--- config.mk ---
export PLATFORM = sky130hd
export DESIGN_NAME = tmc_cordic
export DESIGN_NICKNAME = d
export VERILOG_FILES = /design/src/tmc_pkg.sv /design/src/tmc_cordic.sv
export SDC_FILE = /design/constraint.sdc
export NUM_CORES = 2
export LEC_CHECK = 0
export BUFFER_PORTS_ARGS = -buffer_cell sky130_fd_sc_hd__buf_2
export CAP_MARGIN = 20
export CORE_ASPECT_RATIO = 2
export CORE_MARGIN = 8
export CORE_UTILIZATION = 40
export DETAILED_ROUTE_END_ITERATION = 7
export PLACE_DENSITY = 0.53
export SYNTH_ARGS = -nofsm -noshare
export SYNTH_HDL_FRONTEND = slang
export SYNTH_SLANG_ARGS = --single-unit
--- constraint.sdc ---
create_clock -name clk -period 5.7 [get_ports clk]
set_input_delay 0.855 -clock clk [delete_from_list [all_inputs] [get_ports clk]]
set_output_delay 0.855 -clock clk [all_outputs]
set_load 0.05 [all_outputs]
--- src/tmc_pkg.sv ---
`timescale 1ns / 1ps
// Shared types, constants and arithmetic helpers for the model matrix composer.
// Used by tmc_cordic and trs_model_matrix_compose_top.
package tmc_pkg;

  localparam int FRAC_BITS_DEF     = 16;
  localparam int CORDIC_STAGES_DEF = 16;
  localparam int ATAN_COUNT        = 24;
  localparam int TRIG_BITS         = 30;
  localparam int TW                = 34;  // trig and matrix entry width
  localparam int ZW                = 33;  // CORDIC angle accumulator width
  localparam int PW                = 68;  // full product width
  localparam logic signed [TW-1:0] CORDIC_GAIN = 34'sd652032874;

  localparam logic [1:0] REG_ORIGIN_X = 2'd0;
  localparam logic [1:0] REG_ORIGIN_Y = 2'd1;
  localparam logic [1:0] REG_ORIGIN_Z = 2'd2;

  typedef struct packed {
    logic [31:0] px;
    logic [31:0] py;
    logic [31:0] pz;
    logic [31:0] sx;
    logic [31:0] sy;
    logic [31:0] sz;
  } side_t;

  function automatic logic [31:0] atan_val(input int i);
    logic [31:0] v;
    case (i)
      0:  v = 32'h20000000;
      1:  v = 32'h12E4051E;
      2:  v = 32'h09FB385B;
      3:  v = 32'h051111D4;
      4:  v = 32'h028B0D43;
      5:  v = 32'h0145D7E1;
      6:  v = 32'h00A2F61E;
      7:  v = 32'h00517C55;
      8:  v = 32'h0028BE53;
      9:  v = 32'h00145F2F;
      10: v = 32'h000A2F98;
      11: v = 32'h000517CC;
      12: v = 32'h00028BE6;
      13: v = 32'h000145F3;
      14: v = 32'h0000A2FA;
      15: v = 32'h0000517D;
      16: v = 32'h000028BE;
      17: v = 32'h0000145F;
      18: v = 32'h00000A30;
      19: v = 32'h00000518;
      20: v = 32'h0000028C;
      21: v = 32'h00000146;
      22: v = 32'h000000A3;
      23: v = 32'h00000051;
      default: v = 32'h0;
    endcase
    return v;
  endfunction

  // round half up, then floor shift
  function automatic logic signed [PW-1:0] rnd(input logic signed [PW-1:0] v, input int n);
    logic signed [PW-1:0] half;
    half = PW'(1) <<< (n - 1);
    return (v + half) >>> n;
  endfunction

  function automatic logic signed [31:0] sat32(input logic signed [PW-1:0] v);
    logic signed [31:0] r;
    if (v > PW'(64'sd2147483647)) r = 32'sh7FFFFFFF;
    else if (v < -PW'(64'sd2147483648)) r = 32'sh80000000;
    else r = v[31:0];
    return r;
  endfunction

endpackage

--- src/tmc_cordic.sv ---
`timescale 1ns / 1ps
// Pipelined rotation-mode CORDIC: one binary angle in, sine and cosine out.
// Depends on tmc_pkg. One pipeline stage per micro-rotation, between an input register and an output register.
module tmc_cordic import tmc_pkg::*; #(
  parameter int FRAC_BITS     = FRAC_BITS_DEF,
  parameter int CORDIC_STAGES = CORDIC_STAGES_DEF
) (
  input  logic                 clk,
  input  logic                 en,
  input  logic [15:0]          angle,
  output logic signed [TW-1:0] sin_q,
  output logic signed [TW-1:0] cos_q
);

  localparam int N  = CORDIC_STAGES;
  localparam int SH = TRIG_BITS - FRAC_BITS;

  logic signed [TW-1:0] xs [0:N];
  logic signed [TW-1:0] ys [0:N];
  logic signed [ZW-1:0] zs [0:N];
  logic                 ng [0:N];

  logic [31:0] z_fold;
  logic        fold;

  always_comb begin
    fold   = (angle[15:14] == 2'd1) || (angle[15:14] == 2'd2);
    z_fold = {angle, 16'h0} - (fold ? 32'h80000000 : 32'h0);
  end

  always_ff @(posedge clk) begin
    if (en) begin
      xs[0] <= CORDIC_GAIN;
      ys[0] <= '0;
      zs[0] <= ZW'($signed(z_fold));
      ng[0] <= fold;
    end
  end

  for (genvar i = 0; i < N; i++) begin : g_stage
    always_ff @(posedge clk) begin
      if (en) begin
        if (!zs[i][ZW-1]) begin
          xs[i+1] <= xs[i] - (ys[i] >>> i);
          ys[i+1] <= ys[i] + (xs[i] >>> i);
          zs[i+1] <= zs[i] - ZW'(atan_val(i));
        end else begin
          xs[i+1] <= xs[i] + (ys[i] >>> i);
          ys[i+1] <= ys[i] - (xs[i] >>> i);
          zs[i+1] <= zs[i] + ZW'(atan_val(i));
        end
        ng[i+1] <= ng[i];
      end
    end
  end

  logic signed [TW-1:0] xr, yr;

  always_comb begin
    xr = (xs[N] + (TW'(1) <<< (SH - 1))) >>> SH;
    yr = (ys[N] + (TW'(1) <<< (SH - 1))) >>> SH;
  end

  always_ff @(posedge clk) begin
    if (en) begin
      cos_q <= ng[N] ? -xr : xr;
      sin_q <= ng[N] ? -yr : yr;
    end
  end

endmodule

==> results.py <==
metrics = {
    "status": {
        "status": "completed",
    },
    "grt": {
        "grt_max_degree": 88,
        "grt_pass1_vias": 91000,
        "grt_pass1_wl_um": 515000,
        "grt-ovfl-total": 0,
        "grt_usage_pct": 19.5,
        "antenna_found_initial": 7,
    },
    "sta": {
        "final_max_slew_viol_count": 0,
        "fmax_mhz": 186,
        "max-slew-margin-rel_pct": 27.0,
        "fin_crit_sh_pct": 94.3,
        "tightest_slew_ns": 1.09,
        "skew_ns": 0.0476,
        "period_needed_ns": 5.37,
        "setup_violations": 0,
        "setup_tns_ns": 0,
        "rsz0062_at_grt": "false",
        "hold_viol_final": 0,
    },
    "cts": {
        "cts_setup_buffers": 0,
        "cts_tree": "done",
        "cts_hold_buf": 0,
        "cts_sinks": 1490,
        "cts.path.max_buffers": 4,
        "htree_levels": 4,
        "cts-resized-gates": 0,
        "numCtsBuffers": 164,
        "clkTransAtPathRegs_ns": 0.06,
        "cts_root_buf": "clkbuf_16",
        "worstSkewPairLatency_ns": 0.85,
    },
    "setup_path": {
        "setup.worst_path.end_class": "flop",
        "r2r-end": "ys[10][32]",
        "crit_arrival_ns": 5.95,
        "endpoint": "ys[10][32]",
        "path_buf_inv": 2,
        "slowest_delay_ns": 0.52,
        "slowest_stage": "edfxtp_1",
        "critical_path_class": "reg2reg",
        "r2r_start": "xs[9][9]",
        "timing.critical_path.from": "xs[9][9]",
        "cp.depth": 19,
        "required_ns": 6.27,
        "start_kind": "flop",
        "r2r_cells": 19,
        "path_cells": "inv_1 > ha_1 > nand2_1 > or4_1 > or3_1 > o21ai_0 > xor2_1 > ha_1 > and3_1 > a221o_1 > a221oi_1 > buf_4 > o22ai_1 > a21oi_1 > a31oi_1 > a31oi_1 > o21ai_0 > a21oi_1 > xnor2_1",
        "crit_family": "compound AO/OA/AOI/OAI gates",
        "critPathMaxFanout": 5,
        "r2r_slack_ns": 0.33,
    },
    "synth": {
        "synth_edf_count": 1490,
        "ys_top_cells_by_count": "edfxtp_1 (1490), ha_1 (1362), a21oi_1 (1275)",
        "synth_compound_area_share_pct": 19.6,
        "syn_area_per_cell_um2": 9.73,
        "yosysSeqAreaShare_pct": 36.6,
        "synth_xor_area_share_pct": 13.3,
        "synth_simple_gate_area_share_pct": 12.8,
        "yosysMostFrequentCell": "edfxtp_1",
        "synth_area_leaders": "edfxtp_1 (37%), ha_1 (14%), xnor2_1 (8.9%)",
        "synthCells": 12500,
        "yosysWarnings": 0,
        "syn-cell-area_um2": 122000,
        "synth_fp_nets": 14000,
        "synth_top_family_by_area": "compound AO/OA/AOI/OAI gates",
        "synthMuxAreaShare_pct": 1.02,
        "yosysUniqueCellTypes": 97,
        "synth_top_area_cell": "edfxtp_1",
        "synth_top_area_share_pct": 36.6,
        "synthAdderAreaFrac_pct": 14.6,
        "ys_ff_latch": 1490,
        "synth_ff_type": "edfxtp_1",
        "async_flop_share_pct": 0,
    },
    "routing": {
        "postRouteAntennaNets": 0,
        "routedWlPerCell_um": 19.1,
        "vias": 94100,
        "drt_wl_total_um": 325000,
        "drc": 0,
        "vias_per_cell": 5.54,
        "drtIter0Drc": 6204,
        "drt_pass1_iterations": 6,
    },
    "place": {
        "gp_congestion": 0.880,
        "io_buffers": 85,
        "hpwl_um": 257000,
    },
    "floorplan": {
        "die_w_um": 407,
        "die_h_um": 797,
        "die-area_um2": 324000,
        "initial_core_util_pct": 40.1,
        "coreArea_um2": 305000,
        "rows": 287,
        "io_pins": 86,
    },
    "hold_path": {
        "hold_path.class": "in2reg",
    },
    "finish": {
        "drive_above_1_share_pct": 5.32,
        "nets": 14200,
        "syn_to_final_growth_pct": 9.45,
    },
    "job": {
        "maxCapViolCount": 0,
    },
}
[metrics by stage]
stage	cell area [um2]	setup slack (ns)	hold WS (ns)	std cells	utilization, %
2_1_floorplan	122000	0.194	0.400	12500	-
3_3_place_gp	128000	0.0128	0.402	16700	42.2
3_5_place_dp	128000	0.113	0.405	16700	42.2
4_1_cts	134000	0.237	0.0947	17000	43.9
5_1_grt	134000	0.0135	0.147	17000	43.9
6_report	134000	0.327	0.200	17000	43.9
[how the worst min path moves through the flow]
| stage | startpoint | end | slack [ns] | cells past startpoint |
|---|---|---|---|---|
| floorplan | ng[0][9] | ng[0][10] | 0.40 | 0 |
| global placement | zs[10][2] | zs[11][2] | 0.40 | 0 |
| detailed placement | zs[0][24] | zs[1][24] | 0.41 | 0 |
| CTS | angle[3] | zs[0][19] | 0.09 | 1 |
| global route | angle[3] | zs[0][19] | 0.15 | 1 |
| finish | angle[6] | zs[0][22] | 0.20 | 1 |
[metal layers]
metal	wire (um)	up-vias	global-route usage (%)
met2	147000	1801	32.0
met5	0	-	0
met1	157000	44800	28.0
li1	-	47200	-
met4	6010	0	3.67
met3	14200	322	2.03
[registers in the layout, indices dropped and copies added, names as in the netlist]
name,flops
ys,498
xs,471
zs,436
cos_q,34
sin_q,34
ng,17
[cell families (layout without fill, tap and decap cells)]
kind of cell,count (synthesis),in the layout
multiplexers,118,118
AND/OR/NAND/NOR,3221,3221
flip-flops,1490,1490
XOR/XNOR,1854,1854
other,0,4
adder cells (fa/ha/maj),1402,1402
AO/OA/AOI/OAI,3782,3782
buffers and inverters,681,1062
[cells in the final DEF, fill, tap and decap left out, types with 35 or more instances in the layout]
cell / netlist / layout
nor2b_1: 177 / 177
fa_1: 40 / 40
or3_1: 90 / 90
nand3_1: 220 / 220
buf_4: 0 / 196
clkbuf_16: 0 / 167
buf_2: 1 / 84
nand4_1: 99 / 99
mux2_2: 53 / 53
and3_1: 112 / 112
o21ai_1: 35 / 35
o21ai_0: 656 / 656
nor4_1: 76 / 75
or2_2: 42 / 42
nor2_1: 973 / 972
nor3_1: 337 / 336
and2_1: 65 / 64
o21bai_1: 181 / 181
edfxtp_1: 1490 / 1490
a211oi_1: 113 / 113
nand2b_1: 188 / 188
o211ai_1: 37 / 37
o41ai_1: 56 / 55
o21a_1: 201 / 201
a31oi_1: 124 / 123
xnor2_1: 1243 / 1242
ha_1: 1362 / 1362
o31ai_1: 141 / 141
xor2_1: 611 / 611
or4_1: 40 / 40
a21oi_1: 1275 / 1275
a21o_1: 596 / 596
mux2i_1: 65 / 65
inv_1: 482 / 481
nand2_1: 685 / 675
clkinv_1: 5 / 42
[area by class of cell]
type | instances | area [um2]
repair buffers | 285 | 2000
diodes | 4 | 10.0
fillers | 29800 | 171000
multi-input cells | 10400 | 74900
clock inverters | 105 | 901
clock buffers | 182 | 4240
inverters | 490 | 1840
well taps | 4046 | 5060
flip-flops and latches | 1490 | 44700
Power is left out: the tool's default activity adds up to more than one toggle a clock period on the data nets, which glitch-free logic cannot reach.
